===== src/hdl/sm3_pkg.sv =====
// sm3 hash engine package: constants, types and round functions
// depends on nothing
package sm3_pkg;

  localparam logic [31:0] Iv [8] = '{
    32'h7380166F, 32'h4914B2B9, 32'h172442D7, 32'hDA8A0600,
    32'hA96F30BC, 32'h163138AA, 32'hE38DEE4D, 32'hB0FB0E4E
  };

  localparam logic [31:0] TLow  = 32'h79cc4519;
  localparam logic [31:0] THigh = 32'h7a879d8a;
  localparam logic [31:0] PadWord = 32'h80000000;

  typedef enum logic [2:0] {
    WsZero = 3'd0,
    WsData = 3'd1,
    WsLenHi = 3'd2,
    WsLenLo = 3'd3,
    WsPad = 3'd4
  } wsel_t;

  typedef struct packed {
    logic       store;
    wsel_t      wsel;
    logic       init;
    logic       round;
    logic       fold;
    logic       iv_load;
    logic       len_add;
    logic       len_clr;
  } sm3_cmd_t;

  typedef struct packed {
    logic [3:0] fill;
    logic [5:0] round_idx;
  } sm3_sts_t;

  function automatic logic [31:0] rotl(input logic [31:0] x, input logic [4:0] n);
    logic [63:0] d;
    d = {x, x} << n;
    return d[63:32];
  endfunction

  function automatic logic [31:0] p0(input logic [31:0] x);
    return x ^ rotl(x, 5'd9) ^ rotl(x, 5'd17);
  endfunction

  function automatic logic [31:0] p1(input logic [31:0] x);
    return x ^ rotl(x, 5'd15) ^ rotl(x, 5'd23);
  endfunction

endpackage


===== src/hdl/sm3_if.sv =====
// valid/ready channel interface for input and digest transactions
// depends on nothing
interface sm3_in_if (input logic clk);
  logic        valid;
  logic        ready;
  logic [31:0] message_word;
  logic [2:0]  byte_count;
  logic        last_word;
  modport source (output valid, message_word, byte_count, last_word, input ready);
  modport sink (input valid, message_word, byte_count, last_word, output ready);
endinterface

interface sm3_out_if (input logic clk);
  logic        valid;
  logic        ready;
  logic [31:0] digest_word;
  logic [2:0]  word_index;
  logic        digest_done;
  modport source (output valid, digest_word, word_index, digest_done, input ready);
  modport sink (input valid, digest_word, word_index, digest_done, output ready);
endinterface


===== src/hdl/sm3_hash_engine_unit.sv =====
// sm3 hash engine top level
// depends on sm3_pkg, sm3_if, sm3_ctrl, sm3_datapath
// Message words are taken one per cycle until a 16-word block fills; the block
// is then compressed by a single shared round unit (load, 64 rounds, fold),
// during which no word is accepted. A last word adds the padding words one
// per cycle, one or two compressions, and then eight digest transactions,
// word 0 first.
module sm3_hash_engine_unit (
  input logic clk,
  input logic rst,
  sm3_in_if.sink    in_ch,
  sm3_out_if.source out_ch
);

  sm3_pkg::sm3_cmd_t cmd;
  sm3_pkg::sm3_sts_t sts;
  logic [31:0] data_word;
  logic [5:0]  add_bits;
  logic [2:0]  idx;

  sm3_ctrl u_ctrl (
    .clk(clk), .rst(rst),
    .in_valid(in_ch.valid), .in_ready(in_ch.ready),
    .in_word(in_ch.message_word), .in_count(in_ch.byte_count),
    .in_last(in_ch.last_word),
    .out_valid(out_ch.valid), .out_ready(out_ch.ready), .out_idx(idx),
    .cmd(cmd), .data_word(data_word), .add_bits(add_bits), .sts(sts)
  );

  sm3_datapath u_dp (
    .clk(clk), .rst(rst), .cmd(cmd), .data_word(data_word),
    .add_bits(add_bits), .out_sel(idx), .out_word(out_ch.digest_word), .sts(sts)
  );

  assign out_ch.word_index = idx;
  assign out_ch.digest_done = (idx == 3'd7);

endmodule


===== src/hdl/sm3_datapath.sv =====
// sm3 datapath: block buffer, message expansion window, round unit, chain value
// depends on sm3_pkg
module sm3_datapath (
  input  logic                clk,
  input  logic                rst,
  input  sm3_pkg::sm3_cmd_t   cmd,
  input  logic [31:0]         data_word,
  input  logic [5:0]          add_bits,
  input  logic [2:0]          out_sel,
  output logic [31:0]         out_word,
  output sm3_pkg::sm3_sts_t   sts
);

  logic [31:0] block [16];
  logic [31:0] win [16];
  logic [31:0] v [8];
  logic [31:0] r [8];
  logic [63:0] bit_total;
  logic [3:0]  fill;
  logic [5:0]  ridx;
  logic [31:0] wr_word;
  logic [31:0] w_new;
  logic [31:0] t_rot, a12, ss1, ss2, ff, gg, tt1, tt2;

  always_comb begin
    unique case (cmd.wsel)
      sm3_pkg::WsData:  wr_word = data_word;
      sm3_pkg::WsLenHi: wr_word = bit_total[63:32];
      sm3_pkg::WsLenLo: wr_word = bit_total[31:0];
      sm3_pkg::WsPad:   wr_word = sm3_pkg::PadWord;
      default:          wr_word = '0;
    endcase
  end

  always_comb begin
    w_new = sm3_pkg::p1(win[0] ^ win[7] ^ sm3_pkg::rotl(win[13], 5'd15))
          ^ sm3_pkg::rotl(win[3], 5'd7) ^ win[10];
    t_rot = sm3_pkg::rotl((ridx < 6'd16) ? sm3_pkg::TLow : sm3_pkg::THigh, ridx[4:0]);
    a12 = sm3_pkg::rotl(r[0], 5'd12);
    ss1 = sm3_pkg::rotl(a12 + r[4] + t_rot, 5'd7);
    ss2 = ss1 ^ a12;
    if (ridx < 6'd16) begin
      ff = r[0] ^ r[1] ^ r[2];
      gg = r[4] ^ r[5] ^ r[6];
    end else begin
      ff = (r[0] & r[1]) | (r[0] & r[2]) | (r[1] & r[2]);
      gg = (r[4] & r[5]) | (~r[4] & r[6]);
    end
    tt1 = ff + r[3] + ss2 + (win[0] ^ win[4]);
    tt2 = gg + r[7] + ss1 + win[0];
  end

  always_ff @(posedge clk) begin
    if (cmd.store) block[fill] <= wr_word;
    if (cmd.init) begin
      for (int i = 0; i < 16; i++) win[i] <= block[i];
      for (int i = 0; i < 8; i++) r[i] <= v[i];
    end else if (cmd.round) begin
      for (int i = 0; i < 15; i++) win[i] <= win[i + 1];
      win[15] <= w_new;
      r[0] <= tt1;
      r[1] <= r[0];
      r[2] <= sm3_pkg::rotl(r[1], 5'd9);
      r[3] <= r[2];
      r[4] <= sm3_pkg::p0(tt2);
      r[5] <= r[4];
      r[6] <= sm3_pkg::rotl(r[5], 5'd19);
      r[7] <= r[6];
    end
  end

  always_ff @(posedge clk) begin
    if (rst) begin
      fill <= '0;
      ridx <= '0;
      bit_total <= '0;
      for (int i = 0; i < 8; i++) v[i] <= sm3_pkg::Iv[i];
    end else begin
      if (cmd.store) fill <= fill + 4'd1;
      if (cmd.init) ridx <= '0;
      else if (cmd.round) ridx <= ridx + 6'd1;
      if (cmd.len_clr) bit_total <= '0;
      else if (cmd.len_add) bit_total <= bit_total + {58'd0, add_bits};
      if (cmd.iv_load) begin
        for (int i = 0; i < 8; i++) v[i] <= sm3_pkg::Iv[i];
      end else if (cmd.fold) begin
        for (int i = 0; i < 8; i++) v[i] <= v[i] ^ r[i];
      end
    end
  end

  assign out_word = v[out_sel];
  assign sts.fill = fill;
  assign sts.round_idx = ridx;

endmodule


===== src/hdl/sm3_ctrl.sv =====
// sm3 controller: accepts words, sequences padding, compression and digest output
// depends on sm3_pkg
module sm3_ctrl (
  input  logic                clk,
  input  logic                rst,
  input  logic                in_valid,
  output logic                in_ready,
  input  logic [31:0]         in_word,
  input  logic [2:0]          in_count,
  input  logic                in_last,
  output logic                out_valid,
  input  logic                out_ready,
  output logic [2:0]          out_idx,
  output sm3_pkg::sm3_cmd_t   cmd,
  output logic [31:0]         data_word,
  output logic [5:0]          add_bits,
  input  sm3_pkg::sm3_sts_t   sts
);

  typedef enum logic [6:0] {
    Idle  = 7'b0000001,
    Init  = 7'b0000010,
    Round = 7'b0000100,
    Fold  = 7'b0001000,
    Pad   = 7'b0010000,
    Emit  = 7'b0100000,
    Clear = 7'b1000000
  } state_t;

  state_t state, state_next;
  logic finishing, finishing_next;
  logic need_pad80, need_pad80_next;
  logic [2:0] idx, idx_next;
  logic [2:0] cnt;
  logic [31:0] keep, padded;
  logic accept;

  always_comb begin
    cnt = (in_count > 3'd4) ? 3'd4 : in_count;
    unique case (cnt)
      3'd0: keep = 32'h00000000;
      3'd1: keep = 32'hFF000000;
      3'd2: keep = 32'hFFFF0000;
      3'd3: keep = 32'hFFFFFF00;
      default: keep = 32'hFFFFFFFF;
    endcase
    unique case (cnt)
      3'd0: padded = 32'h80000000;
      3'd1: padded = (in_word & keep) | 32'h00800000;
      3'd2: padded = (in_word & keep) | 32'h00008000;
      3'd3: padded = (in_word & keep) | 32'h00000080;
      default: padded = in_word;
    endcase
  end

  assign in_ready = (state == Idle);
  assign accept = in_valid && in_ready;
  assign out_valid = (state == Emit);
  assign out_idx = idx;
  assign data_word = in_last ? padded : in_word;

  always_comb begin
    state_next = state;
    finishing_next = finishing;
    need_pad80_next = need_pad80;
    idx_next = idx;
    cmd = '0;
    cmd.wsel = sm3_pkg::WsZero;
    add_bits = '0;
    unique case (state)
      Idle: begin
        if (accept) begin
          cmd.store = 1'b1;
          cmd.wsel = sm3_pkg::WsData;
          cmd.len_add = 1'b1;
          if (!in_last) begin
            add_bits = 6'd32;
            if (sts.fill == 4'd15) state_next = Init;
          end else begin
            add_bits = {cnt, 3'b000};
            finishing_next = 1'b1;
            need_pad80_next = (cnt == 3'd4);
            if (sts.fill == 4'd15) state_next = Init;
            else state_next = Pad;
          end
        end
      end
      Init: begin
        cmd.init = 1'b1;
        state_next = Round;
      end
      Round: begin
        cmd.round = 1'b1;
        if (sts.round_idx == 6'd63) state_next = Fold;
      end
      Fold: begin
        cmd.fold = 1'b1;
        if (finishing) state_next = Pad;
        else state_next = Idle;
      end
      Pad: begin
        cmd.store = 1'b1;
        if (need_pad80) begin
          cmd.wsel = sm3_pkg::WsPad;
          need_pad80_next = 1'b0;
          if (sts.fill == 4'd15) state_next = Init;
        end else if (sts.fill == 4'd14) begin
          cmd.wsel = sm3_pkg::WsLenHi;
          idx_next = 3'd2;
        end else if (sts.fill == 4'd15) begin
          if (idx == 3'd2 && finishing) begin
            cmd.wsel = sm3_pkg::WsLenLo;
            idx_next = 3'd1;
          end
          state_next = Init;
        end else begin
          cmd.wsel = sm3_pkg::WsZero;
        end
      end
      Emit: begin
        if (out_ready) begin
          idx_next = idx + 3'd1;
          if (idx == 3'd7) state_next = Clear;
        end
      end
      Clear: begin
        cmd.iv_load = 1'b1;
        cmd.len_clr = 1'b1;
        finishing_next = 1'b0;
        state_next = Idle;
      end
      default: state_next = Idle;
    endcase
    // after the length block fold, move to output
    if (state == Fold && finishing && idx == 3'd1) begin
      state_next = Emit;
      idx_next = 3'd0;
    end
  end

  always_ff @(posedge clk) begin
    if (rst) begin
      state <= Idle;
      finishing <= 1'b0;
      need_pad80 <= 1'b0;
      idx <= '0;
    end else begin
      state <= state_next;
      finishing <= finishing_next;
      need_pad80 <= need_pad80_next;
      idx <= idx_next;
    end
  end

endmodule


===== src/flat_wrapper.sv =====
// flat-port wrapper written by rule: the top's interface ports become plain ports
module sm3_hash_engine_unit_flat 
  (clk, rst, in_ch_valid, in_ch_message_word, in_ch_byte_count, in_ch_last_word, in_ch_ready, out_ch_valid, out_ch_digest_word, out_ch_word_index, out_ch_digest_done, out_ch_ready);
  sm3_in_if in_ch_i (.clk(clk));
  sm3_out_if out_ch_i (.clk(clk));
  input logic clk;
  input logic rst;
  input wire logic [$bits(in_ch_i.valid)-1:0] in_ch_valid;
  input wire logic [$bits(in_ch_i.message_word)-1:0] in_ch_message_word;
  input wire logic [$bits(in_ch_i.byte_count)-1:0] in_ch_byte_count;
  input wire logic [$bits(in_ch_i.last_word)-1:0] in_ch_last_word;
  output wire logic [$bits(in_ch_i.ready)-1:0] in_ch_ready;
  output wire logic [$bits(out_ch_i.valid)-1:0] out_ch_valid;
  output wire logic [$bits(out_ch_i.digest_word)-1:0] out_ch_digest_word;
  output wire logic [$bits(out_ch_i.word_index)-1:0] out_ch_word_index;
  output wire logic [$bits(out_ch_i.digest_done)-1:0] out_ch_digest_done;
  input wire logic [$bits(out_ch_i.ready)-1:0] out_ch_ready;
  assign in_ch_i.valid = in_ch_valid;
  assign in_ch_i.message_word = in_ch_message_word;
  assign in_ch_i.byte_count = in_ch_byte_count;
  assign in_ch_i.last_word = in_ch_last_word;
  assign in_ch_ready = in_ch_i.ready;
  assign out_ch_valid = out_ch_i.valid;
  assign out_ch_digest_word = out_ch_i.digest_word;
  assign out_ch_word_index = out_ch_i.word_index;
  assign out_ch_digest_done = out_ch_i.digest_done;
  assign out_ch_i.ready = out_ch_ready;
  sm3_hash_engine_unit u_core (.clk(clk), .rst(rst), .in_ch(in_ch_i), .out_ch(out_ch_i));
endmodule

===== config.mk =====
export PLATFORM = sky130hd
export DESIGN_NAME = sm3_hash_engine_unit_flat
export DESIGN_NICKNAME = d
export VERILOG_FILES = /design/src/hdl/sm3_pkg.sv /design/src/hdl/sm3_if.sv /design/src/hdl/sm3_hash_engine_unit.sv /design/src/hdl/sm3_datapath.sv /design/src/hdl/sm3_ctrl.sv /design/src/flat_wrapper.sv
export SDC_FILE = /design/constraint.sdc
export NUM_CORES = 2
export LEC_CHECK = 0
export BUFFER_PORTS_ARGS = -buffer_cell sky130_fd_sc_hd__buf_2
export CORE_UTILIZATION = 45
export CTS_CLUSTER_SIZE = 20
export DETAILED_ROUTE_END_ITERATION = 8
export SYNTH_ARGS = -nofsm -noshare
export SYNTH_HDL_FRONTEND = slang
export SYNTH_SLANG_ARGS = --single-unit

===== constraint.sdc =====
create_clock -name clk -period 16.95 [get_ports clk]
set_input_delay 1.695 -clock clk [delete_from_list [all_inputs] [get_ports clk]]
set_output_delay 1.695 -clock clk [all_outputs]
set_load 0.005 [all_outputs]

; ---- Yosys cells after proc, flatten, opt, wreduce, memory -nomap -nowiden
; Memory sizes are Yosys's and may differ from the RTL's. A register that Yosys moved wholly into a read port is not among the register bits.
; Cells that the tools add are included.
[word_totals]
regBits = 86
mem_count = 4
out_inout_bits = 38
mem_bits_rw = 1536
[mem_list]
columns = name, words, word_bits, rd, rd_ports_with_merged_regs, write_ports, line
row1 = u_core.u_dp.block, 16, 32, 16, 0, 1, sm3_datapath.sv:14  ; logic [31:0] block [16];
row2 = u_core.u_dp.win, 16, 32, 16, 0, 16, sm3_datapath.sv:15  ; logic [31:0] win [16];
row3 = u_core.u_dp.r, 8, 32, 8, 0, 8, sm3_datapath.sv:17  ; logic [31:0] r [8];
row4 = u_core.u_dp.v, 8, 32, 9, 1, 8, sm3_datapath.sv:16  ; logic [31:0] v [8];
[op_classes]
eq_ne = 35
shifts = 1
order_cmp = 2
bitwise_logic = 72
mux = 105
add_sub_neg = 12
reduce_logical = 16
[op_table]
columns = op, count
row1 = $mux 32, 43
row2 = $xor 32x32->32, 22
row3 = $pmux 32 s4, 3
row4 = $add 32x32->32, 8
row5 = $and 32x32->32, 6
row6 = $or 32x32->32, 3
row7 = $add 64x6->64, 1
row8 = $shl 63x5->64, 1
row9 = $mux 7, 8
row10 = $pmux 7 s6, 1
row11 = $or 1x1->1, 40
row12 = $mux 3, 11
row13 = $not 32->32, 1
row14 = $mux 1, 26
row15 = $mux 26, 1
row16 = $mux 6, 4
row17 = $eq 3x2->1 const B, 5
row18 = $reduce_and 5->1, 3
row19 = $ne 3x3->1 const B, 4
row20 = $mux 5, 2
row21 = $eq 3x1->1 const B, 3
row22 = $eq 3x3->1 const B, 3
row23 = $ne 3x1->1 const B, 3
row24 = $eq 4x4->1 const B, 2
row25 = 26 further kinds, 39

; ---- Longest topological paths before layout
; An unclocked memory read counts as a cell.
[logic_depth]
ltp_word = 11
ltp_mapped = 42
ltp_nobuf = 39

; ---- Modules after synthesis
; A second synthesis with hierarchy kept.
[unflattened]
hier_cells = 6681
area_unflattened_um2 = 80472.2
[by_module_without_submodules]
columns = mod, area_each_um2, cells_per_inst, instances, seq_area_each_um2
row1 = sm3_datapath, 79292.3, 6518, 1, 47285.4
row2 = sm3_ctrl, 1173.6, 162, 1, 240.2
row3 = sm3_hash_engine_unit, 6.3, 1, 1, 0.0

; ---- Worst setup path before layout
; No wires, ideal clock.
[synth_path]
path_kind = register to register
start = register u_core.u_ctrl.state[0]
end = memory u_core.u_dp.r[0][0], enable pin
slack_ps = -1585
setup_ps = 5331
t_required_ps = 11619
n_path_buf = 1
t_arrival_ps = 13204
stages_incl_launch_ff = 5
cell_sequence = dfxtp_1 -> nor4_1 -> nand3_1 -> clkbuf_1 -> nand2_1
[synth_rtl]
columns = item, line
row1 = from (decl), sm3_ctrl.sv:30  ; state_t state, state_next;
row2 = from (signal assigned), sm3_ctrl.sv:143  ; state <= Idle;
row3 = from (signal assigned), sm3_ctrl.sv:148  ; state <= state_next;
row4 = to (decl), sm3_datapath.sv:17

==> metrics <==
number of antenna violations at the first check in global routing=5; global placement routability congestion=0.961; signal arrival time at the worst endpoint=11560 ps; FILL cells=15700; Max H-tree Level=4; number of cells on the worst reg-to-reg path=39; cell-internal power=0.00658 W; Core Box Area=0.176 mm²; CTS tree=yes; flop2flop setup slack=5900 ps; Slew Limit Fails=0; Die Footprint=0.180 mm²; Total GRT Usage=0.279; total placed instance area=0.0832 mm²; delay of the slowest cell on the worst path=650 ps; detailed-placement wirelength estimate=172000 µm; clock network latency to the later pin of the worst-skew pair=830 ps; kind of launch point of the worst setup path=flip-flop; mean cell area of the mapped netlist=11.3 µm²; launch point of the worst reg-to-reg path=u_core.u_dp.ridx[4]$_SDFFE_PP0P_; sum of negative setup slack=0 ps; Comb power frac=0.022; number of flops mapped to enable cells by yosys=1504; worst rel slew slack=0.184; Yosys warning count=0; total CTS buffers=174; summed area of non-filler cells in the final layout=0.0888 mm²; num ports=78; vias in the first global route=50400; dominant synthesized flop cell=sky130_fd_sc_hd__edfxtp_1; setup repair after global routing missed its margin=no; cells resized by post-CTS repair=0; final critical-path required period=11050 ps; violated checks=design-rule violations; routed wirelength normalized by instance count=26.1 µm; Detailed Routing Iterations Pass 1=9; global-route wire length before repair=362000 µm; leak pwr=33.2 nW; maximum number of pins on one net before global-route repair=198; max-cap viol count=0; Layout Cells excl Fill=9614; run status=finished, violations left; post-cts hold buffer count=0; Peak VDD IR=94.9 µV; drt initial violations=5676; number of instances in the synthesized netlist=7109; highest net fanout along the worst path=49; type of the worst setup path=flip-flop to flip-flop; post-detailed-route DRC marker count=12; number of nets in the synthesized netlist=7447; worst hold path depth=2; PD cells=94.2 mW/mm²; number of setup violations in the final report=0; count of vias placed by the detailed router=53100; Tightest Hold Check Type=flip-flop to flip-flop; Synth Cell Area=0.0802 mm²; global route overflow=0; number of I/O port buffers=77; switching share of total power=0.214; number of synthesized register bits=1622; start point of the worst hold path=u_core.u_dp.win[0][77]$_DFFE_PP_; Worst Setup End Kind=flip-flop; data required time of the worst path=17460 ps; final worst hold slack=484 ps; cell at the root of the clock tree=sky130_fd_sc_hd__clkbuf_16; clock sink count=1622; worst clock skew on the final layout=60.7 ps; clock network fraction of design power=0.449; Peak Freq=90.5 MHz; Final Net Count=7468; Clock Pin Slew Worst Setup and Hold Paths=60 ps; post-CTS repair timing setup buffer count=0; Die Span X=424 µm; post-detailed-route via-to-cell ratio=5.53; Final Hold Vio Count=0; cell count after placement=9294; worst slew pin tran=1220 ps; share of synthesized area occupied by flip-flops and latches=0.593; total net switching power=0.00179 W; proportion of layout cells with a drive suffix above 1=0.0797; CP most frequent cell=sky130_fd_sc_hd__fa_1; Final Cycle Share=0.652; Sequential Power Share=0.529; Synth async-reset ratio=0; Longest Clk Path Bufs=3; P&R area growth vs syn=10.8%; Yosys cell types=87; terminating pin of the worst hold path=u_core.u_dp.win[0][45]$_DFFE_PP_; vertical extent of the die=424 µm; end of the worst register-to-register path=u_core.u_dp.r[0][134]$_DFFE_PP_; num rows=154; critical-path cell with the highest stage delay=sky130_fd_sc_hd__buf_4; post-detailed-routing wire length=251000 µm; antenna viol nets, final=0; effective utilization at floorplan=0.454
## flip-flops by register name, indices dropped and copies added (netlist names), named ones only
name and cells:
u_core.u_dp.fill 4, u_core.u_ctrl.out_idx 3, u_core.u_dp.bit_total 61, u_core.u_ctrl.need_pad80 1, u_core.u_dp.v 256, u_core.u_dp.win 512
u_core.u_ctrl.finishing 1, u_core.u_ctrl.state 7, u_core.u_dp.r 256, u_core.u_dp.ridx 6, u_core.u_dp.block 512
## cell type report
| class | count | area [µm²] | area share |
|---|---|---|---|
| Clock buffer | 219 | 4610 | 0.0518 |
| Sequential cell | 1622 | 47500 | 0.535 |
| Timing Repair Buffer | 164 | 1080 | 0.0121 |
| Tap cell | 2340 | 2930 | 0.0330 |
| Clock inverter | 96 | 970 | 0.0109 |
| Antenna cell | 5 | 12.5 | 0.000141 |
| Inverter | 323 | 1210 | 0.0137 |
| Multi-Input combinational cell | 4845 | 30500 | 0.343 |
## cell usage after synthesis, types with 7 or more instances
master	number	share of area
sky130_fd_sc_hd__nand3_1	88	0.0055
sky130_fd_sc_hd__dfxtp_1	118	0.029
sky130_fd_sc_hd__clkbuf_1	296	0.014
sky130_fd_sc_hd__nor3_1	76	0.0047
sky130_fd_sc_hd__a21oi_1	182	0.011
sky130_fd_sc_hd__a222oi_1	19	0.0024
sky130_fd_sc_hd__mux2_2	47	0.0066
sky130_fd_sc_hd__o221ai_1	7	0.00076
sky130_fd_sc_hd__o31ai_1	14	0.0013
sky130_fd_sc_hd__a21boi_0	10	0.00094
sky130_fd_sc_hd__nand2_1	2295	0.11
sky130_fd_sc_hd__edfxtp_1	1504	0.56
sky130_fd_sc_hd__a22oi_1	7	0.00066
sky130_fd_sc_hd__a211oi_1	19	0.0018
sky130_fd_sc_hd__o21bai_1	9	0.00084
sky130_fd_sc_hd__nor2_1	318	0.015
sky130_fd_sc_hd__o21a_1	21	0.0020
sky130_fd_sc_hd__fa_1	189	0.047
sky130_fd_sc_hd__nand2b_1	28	0.0022
sky130_fd_sc_hd__and3_1	40	0.0031
sky130_fd_sc_hd__a31oi_1	15	0.0012
sky130_fd_sc_hd__and2_1	9	0.00070
sky130_fd_sc_hd__buf_1	23	0.0011
sky130_fd_sc_hd__inv_1	321	0.015
sky130_fd_sc_hd__or3_1	24	0.0019
sky130_fd_sc_hd__ha_1	109	0.017
sky130_fd_sc_hd__o211ai_1	19	0.0018
sky130_fd_sc_hd__xor2_1	131	0.014
sky130_fd_sc_hd__nand4_1	17	0.0013
sky130_fd_sc_hd__xnor3_1	8	0.0022
sky130_fd_sc_hd__a21o_1	42	0.0039
sky130_fd_sc_hd__mux4_2	64	0.018
sky130_fd_sc_hd__mux2i_1	62	0.0077
sky130_fd_sc_hd__o21ai_0	293	0.018
sky130_fd_sc_hd__nor2b_1	16	0.0012
sky130_fd_sc_hd__xnor2_1	562	0.061
## routing by layer
metal	up-vias	GRT usage	part of all wire
met5	-	0	0.000052
met4	2	0.111	0.043
met3	349	0.0404	0.060
met2	1837	0.448	0.47
met1	26700	0.381	0.42
li1	24200	-	-
## cell usage in the layout (no fill, tap or decap), types with 109 or more instances in the layout
cell	instances
sky130_fd_sc_hd__nand2_1	2294
sky130_fd_sc_hd__edfxtp_1	1504
sky130_fd_sc_hd__xnor2_1	560
sky130_fd_sc_hd__inv_1	320
sky130_fd_sc_hd__nor2_1	307
sky130_fd_sc_hd__o21ai_0	293
sky130_fd_sc_hd__fa_1	189
sky130_fd_sc_hd__a21oi_1	180
sky130_fd_sc_hd__clkbuf_16	176
sky130_fd_sc_hd__xor2_1	130
sky130_fd_sc_hd__dfxtp_1	114
sky130_fd_sc_hd__ha_1	109
## through the flow
stage	total power, W	setup WS, ps	util
after CTS	0.00843	6130	0.503
after detailed placement	0.00469	6250	0.472
after global routing	0.00859	5160	0.503
after floorplan	0.00460	6190	-
final	0.00837	5900	0.503
after global placement	0.00469	6220	0.472
## worst max-delay path by stage
stage	startpoint	endpoint	slack, ps	cells past startpoint
6_report	u_core.u_dp.ridx[4]$_SDFFE_PP0P_	u_core.u_dp.r[0][134]$_DFFE_PP_	5900	39
2_1_floorplan	u_core.u_ctrl.state[1]$_SDFFE_PP0P_	u_core.u_dp.r[0][0]$_DFFE_PP_	6190	3
5_1_grt	u_core.u_dp.ridx[4]$_SDFFE_PP0P_	u_core.u_dp.r[0][134]$_DFFE_PP_	5160	39
3_5_place_dp	u_core.u_dp.ridx[4]$_SDFFE_PP0P_	u_core.u_dp.r[0][134]$_DFFE_PP_	6250	39
3_3_place_gp	u_core.u_dp.ridx[4]$_SDFFE_PP0P_	u_core.u_dp.r[0][134]$_DFFE_PP_	6220	39
4_1_cts	u_core.u_dp.ridx[4]$_SDFFE_PP0P_	u_core.u_dp.r[0][134]$_DFFE_PP_	6130	39
## worst max-delay path: cells and delay by family, from the launching register on
kind	cells	cell delay, ps
adders and majority gates	8	3070
AOI/OAI and AO/OA	11	3010
and+or+nand+nor	11	1850
buffers and inverters	6	1730
xor gates and xnor gates	2	480
DFF	1	320
muxes	1	180
## power groups by stage
stage,Combinational (W),Sequential (W),Clock [W]
CTS,0.000187,0.00442,0.00382
global route,0.000200,0.00443,0.00397
floorplan,0.0000937,0.00451,0
detailed placement,0.000186,0.00451,0
finish,0.000184,0.00442,0.00376
global placement,0.000182,0.00451,0
## logic make-up (layout without fill, tap and decap cells)
| kind of cell | Yosys count | in the layout | synth area share |
|---|---|---|---|
| adder cells (fa/ha/maj) | 298 | 298 | 0.0642 |
| XOR/XNOR | 702 | 702 | 0.0782 |
| multiplexers | 173 | 173 | 0.0323 |
| AND/OR/NAND/NOR | 2959 | 2959 | 0.149 |
| AO/OA/AOI/OAI | 713 | 713 | 0.0537 |
| other | 0 | 5 | 0 |
| flip-flops | 1622 | 1622 | 0.593 |
| buffers and inverters | 642 | 802 | 0.0301 |
Note: power is estimated with default switching activity, not from simulation.
